==> config.mk <==
export PLATFORM = sky130hd
export DESIGN_NAME = pec_blend
export DESIGN_NICKNAME = d
export VERILOG_FILES = /design/src/sv/pec_pkg.sv /design/src/sv/pec_blend.sv
export SDC_FILE = /design/constraint.sdc
export NUM_CORES = 2
export LEC_CHECK = 0
export ABC_AREA = 1
export BUFFER_PORTS_ARGS = -buffer_cell sky130_fd_sc_hd__buf_2
export CORE_MARGIN = 4
export CORE_UTILIZATION = 45
export CTS_CLUSTER_DIAMETER = 60
export DETAILED_ROUTE_END_ITERATION = 7
export HOLD_SLACK_MARGIN = 0.1
export PLACE_DENSITY = 0.7
export SYNTH_ARGS = -nofsm -noshare
export SYNTH_HDL_FRONTEND = slang
export SYNTH_SLANG_ARGS = --single-unit
==> constraint.sdc <==
create_clock -name clock -period 11.51 [get_ports clock]
set_input_delay 1.151 -clock clock [delete_from_list [all_inputs] [get_ports clock]]
set_output_delay 1.151 -clock clock [all_outputs]
set_load 0.03 [all_outputs]
==> src/sv/pec_pkg.sv <==
`default_nettype none
package pec_pkg;

   localparam int SAMPLE_BITS_DEF    = 16;
   localparam int GAIN_FRAC_BITS_DEF = 16;

   localparam int CHAN_W     = 16;
   localparam int GAIN_W     = 24;
   localparam int SMAX_W     = 16;
   localparam int MODE_W     = 2;
   localparam int CSR_IDX_W  = 2;
   localparam int CSR_DATA_W = 24;

   localparam logic [GAIN_W-1:0] GAIN_RESET = GAIN_W'(65536);
   localparam logic [SMAX_W-1:0] SMAX_RESET = SMAX_W'(255);

   typedef enum logic [MODE_W-1:0] {
      MODE_TRIPLE = 2'd0,
      MODE_LUMA   = 2'd1,
      MODE_INDEP  = 2'd2,
      MODE_SPARE  = 2'd3
   } mode_type;

   typedef enum logic [CSR_IDX_W-1:0] {
      CSR_GAIN = 2'd0,
      CSR_SMAX = 2'd1,
      CSR_MODE = 2'd2
   } csr_index_type;

   typedef logic [1:0] pos_type;

   typedef struct packed {
      logic [CHAN_W-1:0] chan_a;
      logic [CHAN_W-1:0] chan_b;
      logic [CHAN_W-1:0] chan_c;
   } req_type;

   typedef struct packed {
      logic [CHAN_W-1:0] out_a;
      logic [CHAN_W-1:0] out_b;
      logic [CHAN_W-1:0] out_c;
   } rsp_type;

   typedef struct packed {
      logic    valid;
      logic    blend;
      pos_type md_pos;
   } ctl_type;

endpackage
`default_nettype wire

==> src/sv/pec_blend.sv <==
`default_nettype none
module pec_blend import pec_pkg::*; #(
   parameter int SAMPLE_BITS    = SAMPLE_BITS_DEF,
   parameter int GAIN_FRAC_BITS = GAIN_FRAC_BITS_DEF
) (
   input  wire logic                                 clock,
   input  wire logic                                 reset,
   input  wire ctl_type                              in_ctl,
   input  wire logic [2:0][SAMPLE_BITS-1:0]          in_r,
   input  wire logic [SAMPLE_BITS+GAIN_FRAC_BITS-1:0] in_e,
   input  wire logic [SAMPLE_BITS-1:0]               in_d,
   input  wire logic [SAMPLE_BITS-1:0]               in_md_lo,
   input  wire logic [SAMPLE_BITS+GAIN_FRAC_BITS-1:0] in_ms_e,
   output ctl_type                                   out_ctl,
   output logic [2:0][SAMPLE_BITS-1:0]               out_r,
   output logic [2*SAMPLE_BITS+GAIN_FRAC_BITS+1:0]   out_num,
   output logic [SAMPLE_BITS+GAIN_FRAC_BITS-1:0]     out_den
);
   localparam int S  = SAMPLE_BITS;
   localparam int F  = GAIN_FRAC_BITS;
   localparam int EW = S + F;
   localparam int NW = 2 * S + F + 2;

   // stage 1: the two products of the interpolation
   logic [EW+S-1:0]   t1_ff, t2_ff;
   logic [S-1:0]      d1_ff;
   ctl_type           ctl1_ff;
   logic [2:0][S-1:0] r1_ff;

   always_ff @(posedge clock) begin
      if (reset) begin
         ctl1_ff <= '0;
      end else begin
         ctl1_ff <= in_ctl;
      end
      t1_ff <= (EW+S)'(in_e) * (EW+S)'(in_d);
      t2_ff <= (EW+S)'(in_md_lo) * (EW+S)'(in_ms_e);
      d1_ff <= in_d;
      r1_ff <= in_r;
   end

   // stage 2: numerator with rounding term, scaled divisor
   logic [NW-1:0]     num_in, num2_ff;
   logic [EW-1:0]     den2_ff;
   ctl_type           ctl2_ff;
   logic [2:0][S-1:0] r2_ff;

   assign num_in = NW'(t1_ff) + NW'(t2_ff) + (NW'(d1_ff) << (F - 1));

   always_ff @(posedge clock) begin
      if (reset) begin
         ctl2_ff <= '0;
      end else begin
         ctl2_ff <= ctl1_ff;
      end
      num2_ff <= num_in;
      den2_ff <= EW'(d1_ff) << F;
      r2_ff   <= r1_ff;
   end

   assign out_ctl = ctl2_ff;
   assign out_r   = r2_ff;
   assign out_num = num2_ff;
   assign out_den = den2_ff;

endmodule
`default_nettype wire

Yosys cells after proc, flatten, opt, wreduce, memory -nomap -nowiden
Cells that the tools add are included.
{ "classes": {"addsub": 2, "n_mul": 2} }
{ "ops": {"columns": ["op", "count"], "rows": [
  ["adder 49 x 31 -> 50 bit", 1],
  ["adder 48 x 48 -> 49 bit", 1],
  ["multiplier 16 x 32 -> 48 bit", 1],
  ["multiplier 32 x 16 -> 48 bit", 1]
]} }
{ "word_totals": {"reg_bits": 282, "word_cells": 21, "out_inout_bits": 134} }

Logic depth before layout (Yosys ltp)
{ "logic_depth": {"word_depth": 2, "ltp_mapped": 29} }

Worst setup path before layout
Ideal clock, no wire load.
{ "synth_path": {"path_kind": "input-to-reg", "start": "input port in_e[29]", "end": "register t1_ff[43]", "required_time_ps": 11398, "setup_time_ps": 112, "setup_slack_ps": 5399, "arrival_ps": 5999, "stages": 25, "cell_sequence": "clkbuf_1 > clkbuf_1 > nand2_1 > fa_1 > inv_1 > fa_1 > inv_1 > fa_1 > inv_1 > fa_1 > fa_1 > inv_1 > fa_1 > inv_1 > ha_1 > nand2_1 > inv_1 > nand2_1 > nand2_1 > a21oi_1 > nor2_1 > nor2_1 > nand2_1 > nand2_1 > nand2_1"} }
{ "synth_via": {"elab_chain_cells": 1} }
{ "synth_rtl": {"columns": ["item", "line_no", "rtl"], "rows": [
  ["start: declaration", "pec_blend.sv:10", "input wire logic [SAMPLE_BITS+GAIN_FRAC_BITS-1:0] in_e,"],
  ["multiplier 32 x 16 -> 48 bit", "pec_blend.sv:36", "t1_ff <= (EW+S)'(in_e) * (EW+S)'(in_d);"],
  ["end signal: assignment", "pec_blend.sv:36", null],
  ["end: declaration", "pec_blend.sv:25", "logic [EW+S-1:0] t1_ff, t2_ff;"]
]} }
No other way between the ends.
A chain may end at the register's enable or synchronous reset.

Worst setup path after layout
{ "layout_path": {"start": "input port in_md_lo[7]", "end": "register t2_ff[38]"} }
{ "layout_via": {"elab_chain_cells": 1} }
{ "layout_rtl": {"columns": ["item", "line_no", "rtl"], "rows": [
  ["start: declaration", "pec_blend.sv:12", "input wire logic [SAMPLE_BITS-1:0] in_md_lo,"],
  ["multiplier 16 x 32 -> 48 bit", "pec_blend.sv:37", "t2_ff <= (EW+S)'(in_md_lo) * (EW+S)'(in_ms_e);"],
  ["end signal: assignment", "pec_blend.sv:37", null],
  ["end: declaration", "pec_blend.sv:25", null]
]} }
No other way between the ends.

==> flow_summary.yaml <==
critical_path:
  worstSetupEndpointType: "flip-flop"
  arrival_ns: 6.91
  r2r_start: "d1_ff[12]$_DFF_P_"
  startpoint: "in_md_lo[7]"
  r2r_setup_slack_ns: 8.73
  required_ns: 11.98
  cp_max_fo: 32
  worstSetupPathType: "input port to flip-flop"
  r2r_end: "out_num[43]$_DFF_P_"
  worstRegToRegCells: 9
  startpoint_type: "input port"
sta:
  fin_skew_ns: 0.0268
  rsz0062_at_grt: "no"
  relSlewSlack: 0.354
  finalCriticalPeriod_ns: 6.45
  worst_pin_slew_ns: 0.969
  slew_violations: 0
  hold_slack_ns: 0.319
  fin_setup_tns_ns: 0
  finalCritPeriodShare: 0.560
  hold_violations: 0
  max_freq_ghz: 0.155
  setup-violations-final: 0
drt:
  drc: 0
  wl_met3_microns: 9250
  first_pass_iters: 6
  vias: 37900
  ant_nets: 0
  wl_met1_microns: 53900
  routedWlPerCell_microns: 16.3
  top_layer: "met5"
  met2RoutedLength_microns: 60600
  viasPerCell: 4.82
  first_iter_violations: 2653
  wirelength_microns: 128000
placed_design:
  gp_congestion: 0.950
  placed_cells: 7789
  port_buffers: 267
  dp_hpwl_microns: 105000
grt:
  grt_pass1_wl_microns: 207000
  antenna_found_initial: 4
  grt-ovfl-total: 0
  grt_pass1_vias: 39400
  grt_util_all_layers: 0.241
  grt_max_degree: 34
clocking:
  clockRootBuffer: "clkbuf_16"
  path_clk_slew_ns: 0.06
  htree_levels: 2
  post-cts-setup-buffers: 0
  hold_buffers: 0
  tritoncts: "done"
  clk_latency_ns: 0.58
  cts_resized: 0
  clk_path_buf_depth: 3
  numClockSinks: 282
  cts_buffers: 38
final_layout:
  final-instance-count-excl-fill: 7859
  n_fill_cell: 10000
  nets: 7783
  final_cell_mix: "nand2_1 (2,130), inv_1 (1,899), fa_1 (853), ha_1 (319), dfxtp_1 (282)"
  layout-drive-gt1-share: 0.0664
  seq_area_sq_mm: 0.00565
  multi_input_area_sq_mm: 0.0327
  area_growth_pct: 7.57
  layout_commonest_cell: "nand2_1"
floorplanning:
  start_util: 0.455
  ios: 284
  die_w_microns: 329
  dieArea_sq_mm: 0.108
  coreArea_sq_mm: 0.102
  die_h_microns: 329
  row_count: 117
worst_hold_path:
  hold_depth: 0
  worstHoldEndpoint: "out_r[18]$_DFF_P_"
  min_from: "r1_ff[18]$_DFF_P_"
  hold_class: "flip-flop to flip-flop"
synthesis:
  yosysUniqueCellTypes: 32
  yosysTopAreaCell: "fa_1"
  ys.warnings.count: 0
  syn_avg_cell_area_sq_um: 7.28
  yosysTopAreaCellShare: 0.368
  ys_ff_latch: 282
  yosysSeqAreaShare: 0.122
  mappedNetlistArea_sq_mm: 0.0464
  synth.area.top_cells: "fa_1 (37%), nand2_1 (17%), inv_1 (15%)"
  synthesis.instances: 6380
outcome:
  outcome: "finished clean"
run:
  drv_cap: 0
logic make-up after synthesis:
kind of cell	Yosys count	share of synthesized area
compound gates	111	0.0131
xor+xnor	81	0.0153
fa+ha+maj	1172	0.454
buf+inv	2150	0.175
flops	282	0.122
other cells	1	0.0000808
simple gates	2583	0.221
routing by layer:
layer / track usage / vias to the layer above
li1: - / 17900
met1: 0.326 / 18300
met2: 0.404 / 1380
met3: 0.0316 / 256
met4: 0.0733 / 2
met5: 0 / -
per-stage QoR:
stage	setup WS, ns	utilization	instance area (sq um)
finish	5.06	0.489	49900
CTS	5.18	0.489	49900
global route	4.84	0.489	49900
detailed placement	4.58	0.476	48600
floorplan	5.40	-	46500
global placement	4.67	0.476	48600
final cells by class:
cell class | instances | share of cell area
inverter | 1909 | 0.143
clock buffer | 43 | 0.0202
multi-input combinational | 3963 | 0.655
antenna | 1 | 0.0000501
clock inverter | 26 | 0.00724
tap | 1368 | 0.0343
timing repair buffer | 267 | 0.0268
sequential | 282 | 0.113
critical path, cell delays in order:
cell and delay [ns]:
buf_2 0.65, nand2_1 0.18, fa_1 0.58, inv_1 0.05
fa_1 0.49, inv_1 0.06, fa_1 0.53, inv_1 0.05
fa_1 0.45, fa_1 0.49, inv_1 0.05, fa_1 0.47
inv_1 0.04, ha_1 0.35, nand2_1 0.13, inv_1 0.10
nand2_1 0.07, nor2_2 0.29, nand4_1 0.20, nand3_1 0.25
nand2_1 0.11, nand3_1 0.08, nand2_1 0.06
worst max path at each step:
| stage | to |
|---|---|
| after floorplan | t1_ff[43]$_DFF_P_ |
| after global placement | t2_ff[38]$_DFF_P_ |
| after detailed placement | t2_ff[38]$_DFF_P_ |
| after CTS | t2_ff[38]$_DFF_P_ |
| after global routing | t2_ff[38]$_DFF_P_ |
| final | t2_ff[38]$_DFF_P_ |
cells in the mapped netlist:
master	n
a21o_1	1
a21oi_1	84
a31oi_1	8
and2_1	6
and2_4	2
buf_4	16
clkbuf_1	225
conb_1	1
dfxtp_1	282
fa_1	853
ha_1	319
inv_1	1899
inv_2	10
nand2_1	2130
nand2_2	17
nand3_1	113
nand3_2	19
nand3b_1	4
nand4_1	20
nor2_1	209
nor2_2	40
nor2_4	5
nor3_1	9
nor3_2	2
nor4_1	5
o21ai_0	2
o21bai_1	15
o22ai_1	1
or2_1	1
or2_2	1
xnor2_1	12
xor2_1	69
flip-flops by register name, indices dropped and copies added (netlist names):
register and flops:
out_num 50, out_r 48, r1_ff 48, t1_ff 48, t2_ff 48, d1_ff 16
out_den 16, ctl1_ff 4, out_ctl 4
Power is left out: the tool's default activity adds up to more than one toggle a clock period on the data nets, which glitch-free logic cannot reach.
