**src/sv/pec_pkg.sv**
```systemverilog
`default_nettype none
package pec_pkg;

   localparam int SAMPLE_BITS_DEF    = 16;
   localparam int GAIN_FRAC_BITS_DEF = 16;

   localparam int CHAN_W     = 16;
   localparam int GAIN_W     = 24;
   localparam int SMAX_W     = 16;
   localparam int MODE_W     = 2;
   localparam int CSR_IDX_W  = 2;
   localparam int CSR_DATA_W = 24;

   localparam logic [GAIN_W-1:0] GAIN_RESET = GAIN_W'(65536);
   localparam logic [SMAX_W-1:0] SMAX_RESET = SMAX_W'(255);

   typedef enum logic [MODE_W-1:0] {
      MODE_TRIPLE = 2'd0,
      MODE_LUMA   = 2'd1,
      MODE_INDEP  = 2'd2,
      MODE_SPARE  = 2'd3
   } mode_type;

   typedef enum logic [CSR_IDX_W-1:0] {
      CSR_GAIN = 2'd0,
      CSR_SMAX = 2'd1,
      CSR_MODE = 2'd2
   } csr_index_type;

   typedef logic [1:0] pos_type;

   typedef struct packed {
      logic [CHAN_W-1:0] chan_a;
      logic [CHAN_W-1:0] chan_b;
      logic [CHAN_W-1:0] chan_c;
   } req_type;

   typedef struct packed {
      logic [CHAN_W-1:0] out_a;
      logic [CHAN_W-1:0] out_b;
      logic [CHAN_W-1:0] out_c;
   } rsp_type;

   typedef struct packed {
      logic    valid;
      logic    blend;
      pos_type md_pos;
   } ctl_type;

endpackage
`default_nettype wire

```
**src/sv/pec_front.sv**
```systemverilog
`default_nettype none
module pec_front import pec_pkg::*; #(
   parameter int SAMPLE_BITS    = SAMPLE_BITS_DEF,
   parameter int GAIN_FRAC_BITS = GAIN_FRAC_BITS_DEF
) (
   input  wire logic                         clock,
   input  wire logic                         reset,
   input  wire logic                         in_valid,
   input  wire req_type                      in_req,
   input  wire logic [GAIN_W-1:0]            gain,
   input  wire logic [SAMPLE_BITS-1:0]       smax,
   input  wire mode_type                     mode,
   output ctl_type                           out_ctl,
   output logic [2:0][SAMPLE_BITS-1:0]       out_r,
   output logic [SAMPLE_BITS+GAIN_FRAC_BITS-1:0] out_e,
   output logic [SAMPLE_BITS-1:0]            out_d,
   output logic [SAMPLE_BITS-1:0]            out_md_lo,
   output logic [SAMPLE_BITS+GAIN_FRAC_BITS-1:0] out_ms_e
);
   localparam int S  = SAMPLE_BITS;
   localparam int F  = GAIN_FRAC_BITS;
   localparam int PW = S + GAIN_W;
   localparam int EW = S + F;

   // stage 1: saturate and sort
   logic [2:0][S-1:0] raw;
   logic [2:0][S-1:0] chan_in, chan1_ff;
   logic [S-1:0]      lo_in, hi_in, lo1_ff, hi1_ff;
   pos_type           lo_pos_in, hi_pos_in, md_pos_in;
   pos_type           lo_pos1_ff, hi_pos1_ff, md_pos1_ff;
   logic              vld1_ff;

   always_comb begin
      raw[0] = in_req.chan_a[S-1:0];
      raw[1] = in_req.chan_b[S-1:0];
      raw[2] = in_req.chan_c[S-1:0];
      for (int i = 0; i < 3; i++) begin
         chan_in[i] = (raw[i] > smax) ? smax : raw[i];
      end
      hi_in     = '0;
      lo_in     = smax;
      hi_pos_in = 2'd0;
      lo_pos_in = 2'd0;
      for (int i = 0; i < 3; i++) begin
         if (chan_in[i] > hi_in) begin
            hi_in     = chan_in[i];
            hi_pos_in = 2'(i);
         end
         if (chan_in[i] < lo_in) begin
            lo_in     = chan_in[i];
            lo_pos_in = 2'(i);
         end
      end
      if (lo_pos_in != 2'd0 && hi_pos_in != 2'd0) begin
         md_pos_in = 2'd0;
      end else if (lo_pos_in != 2'd1 && hi_pos_in != 2'd1) begin
         md_pos_in = 2'd1;
      end else begin
         md_pos_in = 2'd2;
      end
   end

   always_ff @(posedge clock) begin
      if (reset) begin
         vld1_ff <= 1'b0;
      end else begin
         vld1_ff <= in_valid;
      end
      chan1_ff   <= chan_in;
      lo1_ff     <= lo_in;
      hi1_ff     <= hi_in;
      lo_pos1_ff <= lo_pos_in;
      hi_pos1_ff <= hi_pos_in;
      md_pos1_ff <= md_pos_in;
   end

   // stage 2: scale each channel
   logic [PW-1:0]     prod_in [3];
   logic [PW-1:0]     prod2_ff [3];
   logic [2:0][S-1:0] chan2_ff;
   logic [S-1:0]      lo2_ff, hi2_ff;
   pos_type           lo_pos2_ff, hi_pos2_ff, md_pos2_ff;
   logic              vld2_ff;

   always_comb begin
      for (int i = 0; i < 3; i++) begin
         prod_in[i] = PW'(chan1_ff[i]) * PW'(gain);
      end
   end

   always_ff @(posedge clock) begin
      if (reset) begin
         vld2_ff <= 1'b0;
      end else begin
         vld2_ff <= vld1_ff;
      end
      prod2_ff   <= prod_in;
      chan2_ff   <= chan1_ff;
      lo2_ff     <= lo1_ff;
      hi2_ff     <= hi1_ff;
      lo_pos2_ff <= lo_pos1_ff;
      hi_pos2_ff <= hi_pos1_ff;
      md_pos2_ff <= md_pos1_ff;
   end

   // stage 3: classify and clip
   logic [PW-1:0]     ms, e, h, half, rnd, ms_e_w;
   logic [PW-1:0]     scaled [3];
   logic [2:0][S-1:0] sat;
   logic              all_max, linear;
   ctl_type           ctl_in, ctl3_ff;
   logic [2:0][S-1:0] r_in, r3_ff;
   logic [S-1:0]      d_in, md_lo_in, d3_ff, md_lo3_ff;
   logic [EW-1:0]     e3_ff, ms_e3_ff;

   always_comb begin
      ms      = PW'(smax) << F;
      e       = prod2_ff[lo_pos2_ff];
      h       = prod2_ff[hi_pos2_ff];
      half    = PW'(1) << (F - 1);
      rnd     = (e + half) >> F;
      ms_e_w  = ms - e;
      all_max = e > ms;
      linear  = h <= ms;
      for (int i = 0; i < 3; i++) begin
         scaled[i] = prod2_ff[i] >> F;
         sat[i]    = (scaled[i] > PW'(smax)) ? smax : scaled[i][S-1:0];
      end
      ctl_in.valid  = vld2_ff;
      ctl_in.blend  = 1'b0;
      ctl_in.md_pos = md_pos2_ff;
      r_in          = sat;
      unique case (mode)
         MODE_TRIPLE: begin
            if (all_max) begin
               r_in = {smax, smax, smax};
            end else if (linear) begin
               for (int i = 0; i < 3; i++) begin
                  r_in[i] = scaled[i][S-1:0];
               end
            end else begin
               r_in             = '0;
               r_in[lo_pos2_ff] = rnd[S-1:0];
               r_in[hi_pos2_ff] = smax;
               ctl_in.blend     = 1'b1;
            end
         end
         MODE_LUMA: begin
            r_in[0] = sat[0];
            r_in[1] = chan2_ff[1];
            r_in[2] = chan2_ff[2];
         end
         default: begin
            r_in = sat;
         end
      endcase
      d_in     = hi2_ff - lo2_ff;
      if (d_in == '0) begin
         d_in = S'(1);
      end
      md_lo_in = chan2_ff[md_pos2_ff] - lo2_ff;
   end

   always_ff @(posedge clock) begin
      if (reset) begin
         ctl3_ff <= '0;
      end else begin
         ctl3_ff <= ctl_in;
      end
      r3_ff     <= r_in;
      d3_ff     <= d_in;
      md_lo3_ff <= md_lo_in;
      e3_ff     <= e[EW-1:0];
      ms_e3_ff  <= ms_e_w[EW-1:0];
   end

   assign out_ctl   = ctl3_ff;
   assign out_r     = r3_ff;
   assign out_e     = e3_ff;
   assign out_d     = d3_ff;
   assign out_md_lo = md_lo3_ff;
   assign out_ms_e  = ms_e3_ff;

endmodule
`default_nettype wire

```
**config.mk**
```make
export PLATFORM = sky130hd
export DESIGN_NAME = pec_front
export DESIGN_NICKNAME = d
export VERILOG_FILES = /design/src/sv/pec_pkg.sv /design/src/sv/pec_front.sv
export SDC_FILE = /design/constraint.sdc
export NUM_CORES = 2
export LEC_CHECK = 0
export ABC_CLOCK_PERIOD_IN_PS = 28800
export BUFFER_PORTS_ARGS = -buffer_cell sky130_fd_sc_hd__clkbuf_2
export CAP_MARGIN = 20
export CORE_AREA = 2 2 385 387
export DETAILED_ROUTE_END_ITERATION = 6
export DIE_AREA = 0 0 387 389
export PLACE_DENSITY_LB_ADDON = 0.3
export SLEW_MARGIN = 20
export SYNTH_ARGS = -nofsm -noshare
export SYNTH_HDL_FRONTEND = slang
export SYNTH_SLANG_ARGS = --single-unit
```
**constraint.sdc**
```tcl
create_clock -name clock -period 28.8 [get_ports clock]
set_input_delay 5.76 -clock clock [delete_from_list [all_inputs] [get_ports clock]]
set_output_delay 5.76 -clock clock [all_outputs]
set_load 0.05 [all_outputs]
```
======== Word-level counts from Yosys, hierarchy flattened ========
Index checks and enable logic that the tools add are counted.
storage, ports and cells
  flip-flop bits (word level) ............. 442
  input bits .............................. 93
  output and inout port bits .............. 148
  word-level logic and storage cells ...... 109
operators by class
  add/sub/neg operators ................... 4
  multiply operators ...................... 3
  magnitude comparators ................... 21
  eq/ne operators ......................... 3
  mux-type cells .......................... 34
  bitwise logic cells ..................... 4
  reductions and logical operators ........ 9
operator list
  kind                                                                           count
  16-bit two-way mux                                                             15
  40-bit binary-select mux with 2-bit select                                     2
  40-bit two-way mux                                                             4
  16-bit by 24-bit multiplier with 40-bit output                                 3
  48-bit two-way mux                                                             2
  48-bit one-hot mux with 2 select lines                                         1
  16-bit > comparator                                                            5
  24-bit by 16-bit > comparator with 1-bit output                                3
  16-bit demux with 2-bit select                                                 2
  48-bit AND                                                                     1
  48-bit bitwise mux                                                             1
  16-bit less-than comparator                                                    3
  40-bit by 32-bit > comparator with 1-bit output                                1
  40-bit by 32-bit <= comparator with 1-bit output                               1
  32-bit by 16-bit adder with 32-bit output (second input constant)              1
  16-bit binary-select mux with 2-bit select                                     1
  16-bit subtractor                                                              2
  32-bit subtractor                                                              1
  16-bit by 1-bit > comparator with 1-bit output (second input constant)         1
  16-bit zero test                                                               1
  2-bit by 3-bit less-than comparator with 1-bit output (second input constant)  3
  3-bit >= comparator (second input constant)                                    2
  2-bit two-way mux                                                              3
  2-bit inverter with 3-bit output                                               2
  9 further kinds                                                                17

======== Depth between registers and ports, before layout ========
  depth after elaboration ................. 11
  depth in mapped cells ................... 44
  depth with buffers taken out ............ 37

======== Worst setup path after synthesis ========
No wires, ideal clock.
  kind .................................... input port to flip-flop
  start ................................... input smax[15]
  end ..................................... register lo1_ff[1]
  library setup time ...................... 0.124 ns
  arrival ................................. 14.012 ns
  path slack .............................. 14.663 ns
  stages .................................. 44
  buffers on the path ..................... 7
  path through ............................ clkbuf_1 inv_1 ha_1 nand4_1 or4_1 or2_1 o31ai_2 clkbuf_1 nor2_1 a21oi_1 inv_1 ha_1 nand3_1 nor3_1 nand2_1 o221a_2 o31ai_2 clkbuf_1 (+8 left out) o21ai_0 a21oi_2 buf_2 mux2_2 ha_1 a21o_1 a21o_1 a21o_1 a21o_1 a21oi_1 nor2b_1 o21ai_0 nand2_1 a21o_1 buf_2 buf_2 nor2_1 a21oi_1
RTL lines
  item                  RTL line         text
  from (decl)           pec_front.sv:11  input wire logic [SAMPLE_BITS-1:0] smax,
  to (signal assigned)  pec_front.sv:70  lo1_ff <= lo_in;
  to (decl)             pec_front.sv:28  logic [S-1:0] lo_in, hi_in, lo1_ff, hi1_ff;

==> flow_metrics.py <==
metrics = {
    "run_status": {
        "status": "completed",
    },
    "finish": {
        "fillCellCount": 14500,
        "final_area_um2": 61800,
        "drive_gt1_frac": 0.0797,
        "nets": 7997,
        "areaGrowthSynthToFinish_pct": 8.70,
    },
    "synth": {
        "ys_types": 76,
        "syn_nets": 7914,
        "synthCells": 6314,
        "synth_top_area_share": 0.324,
        "seq_area_frac_synth": 0.155,
        "synth_area_leaders": "fa_1 (32%), dfxtp_1 (16%), ha_1 (13%)",
        "synth_edf_count": 0,
        "synth_top_area_cell": "fa_1",
        "synth.avg_cell_area_um2": 9.00,
        "synth_ff_type": "dfxtp_1",
        "yosys_warnings": 0,
        "ys_async_sr_fraction": 0,
        "netlist_area_um2": 56800,
        "ys_seq_elements": 441,
    },
    "placement": {
        "place_congestion": 1.00,
        "dpl_cell_area_um2": 60200,
        "portBuffers": 240,
        "post-dp-hpwl_mm": 150,
    },
    "clock_tree": {
        "cts_root_buffer": "clkbuf_16",
        "cts_resized": 0,
        "clk_latency_ns": 0.66,
        "ctsHoldBuffers": 0,
        "cts_tree": "built",
        "clock_sinks": 441,
        "cts_max_path_buffers": 3,
        "cts_max_level": 2,
        "cts_buffers": 49,
        "clkTransAtPathRegs_ns": 0.06,
        "cts_setup_buffers": 0,
    },
    "route": {
        "num_vias": 45200,
        "ant_nets": 0,
        "drcViolationCount": 0,
        "drt_iter0_markers": 3551,
        "wl_mm": 198,
        "first_pass_iters": 7,
        "wire_per_inst_um": 23.6,
        "via_per_inst": 5.40,
    },
    "sta": {
        "period_needed_ns": 15.53,
        "rsz0062_at_grt": "no",
        "maxSlewViolCount": 0,
        "setup_viol": 0,
        "clock.fmax_ghz": 0.0644,
        "fin_setup_tns_ns": 0,
        "final.period_utilization": 0.539,
        "worst_pin_slew_ns": 1.19,
        "relSlewSlack": 0.198,
        "clock_skew_ns": 0.0498,
        "hold_viol": 0,
    },
    "critical_path": {
        "cp_data_required_time_ns": 29.37,
        "crit_cells": 40,
        "ff2ff_path_depth": 23,
        "crit_slowest_cell": "a221oi_1",
        "cp-start-kind": "input pin",
        "critPathMostFrequentCell": "a21o_1",
        "path_class": "input pin to flop",
        "cp.arrival_ns": 16.10,
        "path_max_fanout": 34,
        "critical_path.top_delay_family": "compound AO/OA/AOI/OAI gates",
        "critPathCaptureType": "flop",
        "crit_buf_inv": 5,
        "crit_path_max_incr_delay_ns": 0.68,
    },
    "global_route": {
        "grt_pass1_vias": 47300,
        "grt_pass1_wl_mm": 298,
        "antenna_found_initial": 23,
        "grt_overflow": 0,
        "gr-usage-all-layers": 0.263,
        "grt_max_degree": 49,
    },
    "die": {
        "dieArea_um2": 151000,
        "coreArea_um2": 147000,
        "ios": 241,
        "die_x_um": 387,
        "floorplan.die.height_um": 389,
        "placementRows": 141,
        "start_util": 0.388,
    },
    "job": {
        "max-cap-violations": 0,
    },
    "hold_path": {
        "hp-class": "flop to flop",
        "hold_depth": 0,
    },
}
state kept, by name (all words and copies together) (netlist names), 2 cells and up:
signal	flops
lo_pos2_ff	2
out_ctl	4
chan1_ff	48
out_r	48
lo1_ff	16
lo2_ff	16
chan2_ff	48
md_pos2_ff	2
hi_pos2_ff	2
hi2_ff	16
lo_pos1_ff	2
out_e	31
out_ms_e	32
hi1_ff	16
md_pos1_ff	2
out_d	16
prod2_ff	120
hi_pos1_ff	2
out_md_lo	16
layer usage:
layer / vias to the layer above / GRT usage / routed length (µm)
met2: 1806 / 0.428 / 89500
met3: 378 / 0.0456 / 15200
met5: - / 0 / 81
met1: 22800 / 0.344 / 83100
li1: 20200 / - / -
met4: 12 / 0.113 / 9800
layout by cell type (no fill, tap or decap), drive strengths merged, types with 23 or more instances in the layout:
| cell | n |
|---|---|
| nor2 | 245 |
| xnor2 | 121 |
| o21ai | 148 |
| buf | 111 |
| mux2i | 130 |
| nand3 | 45 |
| nor3 | 39 |
| dfxtp | 441 |
| nor2b | 40 |
| inv | 1073 |
| and2 | 361 |
| a221oi | 40 |
| nand4 | 41 |
| nor4 | 30 |
| o2bb2ai | 23 |
| a21o | 103 |
| ha | 587 |
| clkbuf | 298 |
| o21a | 53 |
| a21oi | 251 |
| nand2 | 930 |
| o211ai | 48 |
| xor2 | 43 |
| fa | 920 |
| a22oi | 34 |
cells in the mapped netlist, types with 23 or more instances:
| master | count |
|---|---|
| a22oi_1 | 34 |
| nor3_1 | 39 |
| a221oi_1 | 40 |
| xor2_1 | 43 |
| o211ai_1 | 48 |
| nor2b_1 | 40 |
| o21a_1 | 53 |
| nor4_1 | 30 |
| dfxtp_1 | 441 |
| clkbuf_1 | 293 |
| nor2_1 | 244 |
| a21oi_1 | 249 |
| a21o_1 | 103 |
| o21ai_0 | 147 |
| ha_1 | 587 |
| o2bb2ai_1 | 23 |
| xnor2_1 | 121 |
| nand3_1 | 45 |
| nand4_1 | 41 |
| nand2_1 | 930 |
| fa_1 | 920 |
| inv_1 | 1058 |
| mux2i_1 | 130 |
| and2_1 | 360 |
final timing paths:
| check | start | slack, ns | to |
|---|---|---|---|
| max | smax[8] | 13.27 | md_pos1_ff[0] |
| min | hi1_ff[9] | 0.31 | hi2_ff[9] |
| max reg2reg | chan1_ff[2] | 20.98 | prod2_ff[118] |
| min reg2reg | hi1_ff[9] | 0.31 | hi2_ff[9] |
area by class of cell:
class | instances | area, µm² | share of cell area
multi-input cells | 4497 | 42900 | 0.695
flip-flops and latches | 441 | 8840 | 0.143
inverters | 1058 | 3970 | 0.0643
well taps | 1930 | 2410 | 0.0391
repair buffers | 350 | 2020 | 0.0328
clock buffers | 59 | 1290 | 0.0209
clock inverters | 32 | 318 | 0.00514
diodes | 7 | 17.5 | 0.000283
metrics by stage:
stage | setup WS, ns | cells | hold WS (ns) | utilization
after floorplan | 14.66 | 6314 | 0.310 | -
after CTS | 13.56 | 8366 | 0.302 | 0.421
after global routing | 12.87 | 8368 | 0.302 | 0.421
after global placement | 12.77 | 8274 | 0.315 | 0.410
final | 13.27 | 8374 | 0.310 | 0.421
after detailed placement | 12.88 | 8275 | 0.312 | 0.410
logic make-up (layout without fill, tap and decap cells):
logic type                 count (synthesis)  after routing  synth area share
AOI/OAI and AO/OA                        876            876             0.103
buffers and inverters                   1376           1499            0.0913
and+or+nand+nor                         1800           1800             0.145
muxes                                    150            150            0.0269
DFF                                      441            441             0.155
xor gates and xnor gates                 164            164            0.0253
other                                      0              7                 0
adders and majority gates               1507           1507             0.453
Power is left out: the tool's default activity adds up to more than one toggle a clock period on the data nets, which glitch-free logic cannot reach.
