===== src/sv/pec_pkg.sv =====
`default_nettype none
package pec_pkg;

   localparam int SAMPLE_BITS_DEF    = 16;
   localparam int GAIN_FRAC_BITS_DEF = 16;

   localparam int CHAN_W     = 16;
   localparam int GAIN_W     = 24;
   localparam int SMAX_W     = 16;
   localparam int MODE_W     = 2;
   localparam int CSR_IDX_W  = 2;
   localparam int CSR_DATA_W = 24;

   localparam logic [GAIN_W-1:0] GAIN_RESET = GAIN_W'(65536);
   localparam logic [SMAX_W-1:0] SMAX_RESET = SMAX_W'(255);

   typedef enum logic [MODE_W-1:0] {
      MODE_TRIPLE = 2'd0,
      MODE_LUMA   = 2'd1,
      MODE_INDEP  = 2'd2,
      MODE_SPARE  = 2'd3
   } mode_type;

   typedef enum logic [CSR_IDX_W-1:0] {
      CSR_GAIN = 2'd0,
      CSR_SMAX = 2'd1,
      CSR_MODE = 2'd2
   } csr_index_type;

   typedef logic [1:0] pos_type;

   typedef struct packed {
      logic [CHAN_W-1:0] chan_a;
      logic [CHAN_W-1:0] chan_b;
      logic [CHAN_W-1:0] chan_c;
   } req_type;

   typedef struct packed {
      logic [CHAN_W-1:0] out_a;
      logic [CHAN_W-1:0] out_b;
      logic [CHAN_W-1:0] out_c;
   } rsp_type;

   typedef struct packed {
      logic    valid;
      logic    blend;
      pos_type md_pos;
   } ctl_type;

endpackage
`default_nettype wire


===== src/sv/pec_div.sv =====
`default_nettype none
module pec_div import pec_pkg::*; #(
   parameter int NUM_W = 2 * SAMPLE_BITS_DEF + GAIN_FRAC_BITS_DEF + 2,
   parameter int DEN_W = SAMPLE_BITS_DEF + GAIN_FRAC_BITS_DEF,
   parameter int QUO_W = SAMPLE_BITS_DEF
) (
   input  wire logic             clock,
   input  wire logic             reset,
   input  wire logic             in_valid,
   input  wire logic [NUM_W-1:0] in_num,
   input  wire logic [DEN_W-1:0] in_den,
   output logic                  out_valid,
   output logic [QUO_W-1:0]      out_quo
);
   // restoring division, one quotient bit per stage, most significant first
   logic [NUM_W-1:0] rem_ff [QUO_W-1];
   logic [DEN_W-1:0] den_ff [QUO_W-1];
   logic [QUO_W-1:0] quo_ff [QUO_W];
   logic             vld_ff [QUO_W];

   for (genvar j = 0; j < QUO_W; j++) begin : g_stage
      logic [NUM_W-1:0] rem_src, shifted;
      logic [DEN_W-1:0] den_src;
      logic [QUO_W-1:0] quo_src, quo_in;
      logic             vld_src, fits;

      if (j == 0) begin : g_first
         assign rem_src = in_num;
         assign den_src = in_den;
         assign quo_src = '0;
         assign vld_src = in_valid;
      end else begin : g_next
         assign rem_src = rem_ff[j-1];
         assign den_src = den_ff[j-1];
         assign quo_src = quo_ff[j-1];
         assign vld_src = vld_ff[j-1];
      end

      assign shifted = NUM_W'(den_src) << (QUO_W - 1 - j);
      assign fits    = rem_src >= shifted;

      always_comb begin
         quo_in                = quo_src;
         quo_in[QUO_W - 1 - j] = fits;
      end

      always_ff @(posedge clock) begin
         if (reset) begin
            vld_ff[j] <= 1'b0;
         end else begin
            vld_ff[j] <= vld_src;
         end
         quo_ff[j] <= quo_in;
      end

      if (j < QUO_W - 1) begin : g_carry
         always_ff @(posedge clock) begin
            rem_ff[j] <= fits ? (rem_src - shifted) : rem_src;
            den_ff[j] <= den_src;
         end
      end
   end

   assign out_valid = vld_ff[QUO_W-1];
   assign out_quo   = quo_ff[QUO_W-1];

endmodule
`default_nettype wire


===== config.mk =====
export PLATFORM = sky130hd
export DESIGN_NAME = pec_div
export DESIGN_NICKNAME = d
export VERILOG_FILES = /design/src/sv/pec_pkg.sv /design/src/sv/pec_div.sv
export SDC_FILE = /design/constraint.sdc
export NUM_CORES = 2
export LEC_CHECK = 0
export BUFFER_PORTS_ARGS = -buffer_cell sky130_fd_sc_hd__buf_2
export CAP_MARGIN = 20
export CORE_MARGIN = 4
export CORE_UTILIZATION = 40
export DETAILED_ROUTE_END_ITERATION = 6
export GPL_TIMING_DRIVEN = 0
export SYNTH_ARGS = -nofsm -noshare
export SYNTH_HDL_FRONTEND = slang
export SYNTH_SLANG_ARGS = --single-unit

===== constraint.sdc =====
create_clock -name clock -period 5.8 [get_ports clock]
set_input_delay 0.29 -clock clock [delete_from_list [all_inputs] [get_ports clock]]
set_output_delay 0.29 -clock clock [all_outputs]
set_load 0.01 [all_outputs]

# Word-level counts from Yosys, hierarchy flattened
# Memories as Yosys holds them, arrays and structs flattened.
# Index checks and enable logic that the tools add are counted.
[totals]
register_bits = 0
memories = 4
output_inout_bits = 17
inputBits = 85
ramBits = 1502
[op_classes]
n_bitwise = 16
muxes = 34
addsub = 15
magnitude_cmp = 16
[memory_table]
columns = ["name", "words", "width", "rd", "rd_clocked_by_memory_dff", "wr", "line", "text"]
rows = [
  ["rem_ff", 15, 50, 15, 0, 15, "pec_div.sv:16", "logic [NUM_W-1:0] rem_ff [QUO_W-1];"],
  ["den_ff", 15, 32, 15, 0, 15, "pec_div.sv:17", "logic [DEN_W-1:0] den_ff [QUO_W-1];"],
  ["quo_ff", 16, 16, 16, 0, 16, "pec_div.sv:18", "logic [QUO_W-1:0] quo_ff [QUO_W];"],
  ["vld_ff", 16, 1, 16, 0, 16, "pec_div.sv:19", "logic vld_ff [QUO_W];"],
]
[op_table]
columns = ["cell", "count"]
rows = [
  ["$mux W50", 15],
  ["$ge A50 B32 Y1", 1],
  ["$ge A50 B33 Y1", 1],
  ["$ge A50 B34 Y1", 1],
  ["$ge A50 B35 Y1", 1],
  ["$ge A50 B36 Y1", 1],
  ["$ge A50 B37 Y1", 1],
  ["$ge A50 B38 Y1", 1],
  ["$ge A50 B39 Y1", 1],
  ["$ge A50 B40 Y1", 1],
  ["$ge A50 B41 Y1", 1],
  ["$ge A50 B42 Y1", 1],
  ["$ge A50 B43 Y1", 1],
  ["$ge A50 B44 Y1", 1],
  ["$ge A50 B45 Y1", 1],
  ["$ge A50 B46 Y1", 1],
  ["$ge A50 B47 Y1", 1],
  ["$sub A50 B33 Y50", 1],
  ["$sub A50 B34 Y50", 1],
  ["$sub A50 B35 Y50", 1],
  ["$sub A50 B36 Y50", 1],
  ["$sub A50 B37 Y50", 1],
  ["$sub A50 B38 Y50", 1],
  ["$sub A50 B39 Y50", 1],
  ["10 further kinds", 43],
]

# Longest topological paths before layout
[depth]
depth_word = 3
depth_mapped = 16

# Worst setup path after synthesis
# Ideal clock, no wire load.
[synth_path]
path_type = "reg-to-reg"
start = "memory rem_ff[0][210] in the netlist's numbering"
end = "memory rem_ff[0][282] in the netlist's numbering"
setup_slack_ps = 2392
setup_ps = 121
period_less_slack_ps = 3408
t_arrival_ps = 3287
path_stages_with_launch = 15
path_cell_list = "dfxtp_1 > inv_1 > ha_1 > inv_1 > fa_1 > a211oi_1 > o211ai_1 > a2111oi_0 > o211ai_1 > a31oi_1 > nor2b_1 > or2_2 > buf_2 > buf_2 > mux2_2"
[synth_lines]
columns = ["element", "line"]
rows = [
  ["start: declaration", "pec_div.sv:16"],
]

==> report_table.html <==
<table>
<tr><th>Metric</th><th>Value</th></tr>
<tr><th colspan="2">Layout</th></tr>
<tr><td>Top library cells by usage in the layout, fill and taps aside</td><td>dfxtp_1, inv_1, a21oi_1</td></tr>
<tr><td>Share of the core filled with cells</td><td>46.15%</td></tr>
<tr><td>Multi-input logic area</td><td>33,020 um^2</td></tr>
<tr><td>Sequential cell area</td><td>27,670 um^2</td></tr>
<tr><td>Finished Cell Area</td><td>73,170 um^2</td></tr>
<tr><td>Share of post-route cells with drive strength above 1</td><td>6.917%</td></tr>
<tr><td>Area grow syn2layout</td><td>14.49%</td></tr>
<tr><td>Most common library cell in the layout ignoring fill and taps</td><td>dfxtp_1</td></tr>
<tr><td>Final net count</td><td>8,067</td></tr>
<tr><td>FILL cells</td><td>15,270</td></tr>
<tr><td>Non-filler cells, final</td><td>9,649</td></tr>
<tr><th colspan="2">Run status</th></tr>
<tr><td>Status</td><td>completed</td></tr>
<tr><th colspan="2">Timing</th></tr>
<tr><td>Setup Skew</td><td>0.03722 ns</td></tr>
<tr><td>Setup slack of the critical path after layout</td><td>0.3164 ns</td></tr>
<tr><td>Worst Max-Slew Pin Slew</td><td>1.150 ns</td></tr>
<tr><td>RSZ-0062 raised after global routing</td><td>false</td></tr>
<tr><td>Post-route fraction of the period consumed by the critical path</td><td>94.54%</td></tr>
<tr><td>Relative max-transition margin</td><td>22.62%</td></tr>
<tr><td>Final critical delay including setup and external delays</td><td>5.484 ns</td></tr>
<tr><td>Number of hold violations in the final report</td><td>0</td></tr>
<tr><td>Final count of pins violating max slew</td><td>0</td></tr>
<tr><td>Fmax</td><td>182.4 MHz</td></tr>
<tr><td>Final number of setup-violating endpoints</td><td>0</td></tr>
<tr><th colspan="2">Global route</th></tr>
<tr><td>Vias in the first global route</td><td>52,060</td></tr>
<tr><td>Global routing usage summed across all routing layers</td><td>21.21%</td></tr>
<tr><td>Largest net degree at the start of global routing</td><td>17</td></tr>
<tr><td>Antenna violations before repair</td><td>0</td></tr>
<tr><td>Gr ovfl total</td><td>0</td></tr>
<tr><td>Wire length of the first global-routing pass</td><td>279,300 um</td></tr>
<tr><th colspan="2">Clock network</th></tr>
<tr><td>Worst-Skew Late Latency</td><td>0.79 ns</td></tr>
<tr><td>Setup bufs post-CTS</td><td>0</td></tr>
<tr><td>H-tree level count</td><td>4</td></tr>
<tr><td>Clk root buf</td><td>clkbuf_16</td></tr>
<tr><td>Clk sink count</td><td>1,382</td></tr>
<tr><td>Clock tree from TritonCTS</td><td>done</td></tr>
<tr><td>CTS buffer count</td><td>154</td></tr>
<tr><td>Clock slew seen by the registers of the worst setup and hold paths</td><td>0.06 ns</td></tr>
<tr><td>Clock tree buffer depth</td><td>3</td></tr>
<tr><th colspan="2">Yosys</th></tr>
<tr><td>Post-synthesis area per instance</td><td>8.998 um^2</td></tr>
<tr><td>Simple-gate share of the synthesized area</td><td>14.01%</td></tr>
<tr><td>Combinational family with the most area after synthesis</td><td>compound AO/OA/AOI/OAI gates</td></tr>
<tr><td>Number of enable flip-flop cells after synthesis</td><td>0</td></tr>
<tr><td>Cell count after synthesis</td><td>7,103</td></tr>
<tr><td>Sequential share of the synthesized area</td><td>43.29%</td></tr>
<tr><td>Fraction of the mapped netlist area in adder cells</td><td>10.49%</td></tr>
<tr><td>Number of distinct standard cells referenced by the synthesized netlist</td><td>95</td></tr>
<tr><td>Proportion of synthesized flip-flops having asynchronous set or reset</td><td>0%</td></tr>
<tr><td>XOR/XNOR Fraction of Synth Area</td><td>7.510%</td></tr>
<tr><td>Number of nets in the synthesized netlist</td><td>7,715</td></tr>
<tr><td>Syn Std Cell Area</td><td>63,910 um^2</td></tr>
<tr><td>Synthesized-area fraction occupied by ao, oa, aoi and oai cells</td><td>18.12%</td></tr>
<tr><td>Prevailing post-synth register cell</td><td>dfxtp_1</td></tr>
<tr><td>Synth Register Bits</td><td>1,382</td></tr>
<tr><td>Count of yosys warnings during synthesis</td><td>0</td></tr>
<tr><td>Mux share of post-synthesis cell area</td><td>1.466%</td></tr>
<tr><th colspan="2">Routing</th></tr>
<tr><td>DR vias/cell</td><td>5.167</td></tr>
<tr><td>Avg WL per Cell</td><td>18.68 um</td></tr>
<tr><td>Final WL</td><td>180,200 um</td></tr>
<tr><td>First-pass iteration count of the detailed router</td><td>5</td></tr>
<tr><td>Post-DRT Antenna Nets</td><td>0</td></tr>
<tr><td>1st-iter DRT viols</td><td>2,012</td></tr>
<tr><td>Count of vias placed by the detailed router</td><td>49,860</td></tr>
<tr><td>Number of remaining DRC errors</td><td>0</td></tr>
<tr><th colspan="2">Power and ir drop</th></tr>
<tr><td>Maximum vdd drop</td><td>0.3363 mV</td></tr>
<tr><td>Psw</td><td>0.01646 W</td></tr>
<tr><td>Sequential share of power</td><td>33.0%</td></tr>
<tr><td>Portion of total power attributed to the clock network</td><td>23.0%</td></tr>
<tr><td>Internal power</td><td>0.02590 W</td></tr>
<tr><td>Fraction of power spent switching nets</td><td>38.85%</td></tr>
<tr><td>Portion of total power attributed to combinational logic</td><td>44.1%</td></tr>
<tr><td>Leakage power of the design</td><td>32.26 nW</td></tr>
<tr><td>Power density normalized to cell area</td><td>578.9 nW/um^2</td></tr>
<tr><th colspan="2">Floorplan</th></tr>
<tr><td>Initial core utilization</td><td>40.31%</td></tr>
<tr><td>Placeable core region</td><td>158,600 um^2</td></tr>
<tr><td>Vertical die dimension</td><td>407.7 um</td></tr>
<tr><td>Number of top-level pins</td><td>102</td></tr>
<tr><td>Width of the die</td><td>407.7 um</td></tr>
<tr><td>Die ar.</td><td>166,200 um^2</td></tr>
<tr><td>Number of cell rows</td><td>146</td></tr>
<tr><th colspan="2">Critical path</th></tr>
<tr><td>Data arrival time at the worst-slack endpoint</td><td>6.15 ns</td></tr>
<tr><td>Worst setup EP type</td><td>flop</td></tr>
<tr><td>Crit path launch type</td><td>flop</td></tr>
<tr><td>Crit Path Max Fanout</td><td>10</td></tr>
<tr><td>Crit path required time</td><td>6.47 ns</td></tr>
<tr><td>Critical path class</td><td>flop to flop</td></tr>
<tr><th colspan="2">Flow run</th></tr>
<tr><td>Maximum capacitance violations</td><td>0</td></tr>
<tr><th colspan="2">Placement</th></tr>
<tr><td>Post-place setup slack</td><td>-0.04995 ns</td></tr>
<tr><td>Detailed placer's ending HPWL</td><td>148,100 um</td></tr>
<tr><td>Area after detailed placement</td><td>67,100 um^2</td></tr>
<tr><td>Port bufs</td><td>101</td></tr>
<tr><td>Number of cells after detailed placement</td><td>9,285</td></tr>
<tr><td>Final RePlAce weighted congestion</td><td>0.9769</td></tr>
<tr><th colspan="2">Min path</th></tr>
<tr><td>Kind of path behind the tightest hold check</td><td>input port to flop</td></tr>
</table>
[through the flow]
step,hold slack (ns),power [W],setup TNS (ns)
after detailed placement,0.3121,0.03265,-0.04995
after floorplan,0.3096,0.02782,0
after global placement,0.3101,0.03253,-8.859
after CTS,0.07785,0.04265,0
final,0.1649,0.04236,0
after global routing,0.1161,0.04552,0
[cell type report]
class,count,share of cell area [%]
Inverter,663,3.401
Tap cell,2072,3.543
Clock inverter,53,0.9114
Buffer,192,1.067
Clock buffer,224,6.188
Timing Repair Buffer,196,1.953
Multi-Input combinational cell,4866,45.12
Antenna cell,1,0.003420
Sequential cell,1382,37.81
[state kept, by name, summed over array words and instances (netlist names)]
| signal | cells |
|---|---|
| quo_ff | 136 |
| vld_ff | 16 |
| den_ff | 480 |
| rem_ff | 750 |
[cells in the mapped netlist, types with 20 or more instances]
master | instances | share of area (%)
dfxtp_1 | 1382 | 43
xnor2_1 | 297 | 4.1
or4_1 | 30 | 0.35
mux2_2 | 77 | 1.4
nand3_1 | 127 | 0.99
nand4_1 | 104 | 1.0
a21o_1 | 230 | 2.7
clkbuf_1 | 156 | 0.92
nor2_1 | 435 | 2.6
or2_2 | 20 | 0.20
nor3_1 | 113 | 0.88
inv_1 | 660 | 3.9
a31oi_1 | 58 | 0.57
o31ai_1 | 38 | 0.45
nor4b_1 | 21 | 0.29
and2_1 | 24 | 0.23
ha_1 | 512 | 10
o21ai_0 | 487 | 3.8
nand2_1 | 569 | 3.3
nor4_1 | 101 | 0.99
a21oi_1 | 589 | 4.6
o211ai_1 | 33 | 0.39
o31a_1 | 20 | 0.27
o21bai_1 | 72 | 0.85
nand2b_1 | 67 | 0.66
a211oi_1 | 52 | 0.61
nor2b_1 | 77 | 0.75
and3_1 | 41 | 0.40
a211o_1 | 23 | 0.32
xor2_1 | 251 | 3.4
or3_1 | 43 | 0.42
o21a_1 | 64 | 0.75
[timing repair]
action / CTS / global route
hold endpoints to repair: 97 / 0
cloned: 0 / 0
resized for setup: 1 / 3
endpoints found under the setup margin: 1 / 19
hold buffers: 86 / 0
pin swaps: 0 / 0
[routing by layer]
metal  wire (um)  share of wire (%)  up-vias  GRT usage (%)
met3        4704                2.6      541          2.763
li1            -                  -    25490              -
met4       16730                9.3        0          17.19
met2       96960                 54     1067          42.32
met5           0                  0        -              0
met1       61820                 34    22760          18.71
[kinds of logic (layout without fill, tap and decap cells)]
family,after synthesis,count (layout)
compound gates,1868,1868
xor+xnor,548,548
simple gates,1841,1841
flops,1382,1382
fa+ha+maj,527,527
mux,82,82
buf+inv,855,1328
other cells,0,1
[critical path: stages (launching register included)]
cell and delay, ns:
dfxtp_1 0.33, inv_1 0.06, ha_1 0.16, inv_1 0.05, fa_1 0.40, a21oi_1 0.22
o211ai_1 0.24, a221oi_1 0.69, a21oi_1 0.32, a21oi_2 0.54, o21ai_0 0.54, a21oi_2 0.75
clkdlybuf4s15_1 0.80, nand2_1 0.13, o31ai_1 0.13
[power by group through the flow]
stage	clock, W	sequential (W)	combinational [W]
floorplan	0	0.0135	0.0143
global placement	0	0.0142	0.0184
detailed placement	0	0.0142	0.0185
CTS	0.0101	0.0140	0.0186
global route	0.0104	0.0143	0.0208
finish	0.00973	0.0140	0.0187
[worst paths after layout]
| kind | start | cells after the start | slack (ns) | endpoint |
|---|---|---|---|---|
| worst max-delay path | rem_ff[0][14] | 14 | 0.32 | rem_ff[0][79] |
| worst min-delay path | in_num[14] | 2 | 0.16 | rem_ff[0][14] |
| worst max register to register | rem_ff[0][14] | 14 | 0.32 | rem_ff[0][79] |
| worst min register to register | quo_ff[1][99] | 0 | 0.32 | quo_ff[1][115] |
Note: power is estimated with default switching activity, not from simulation.
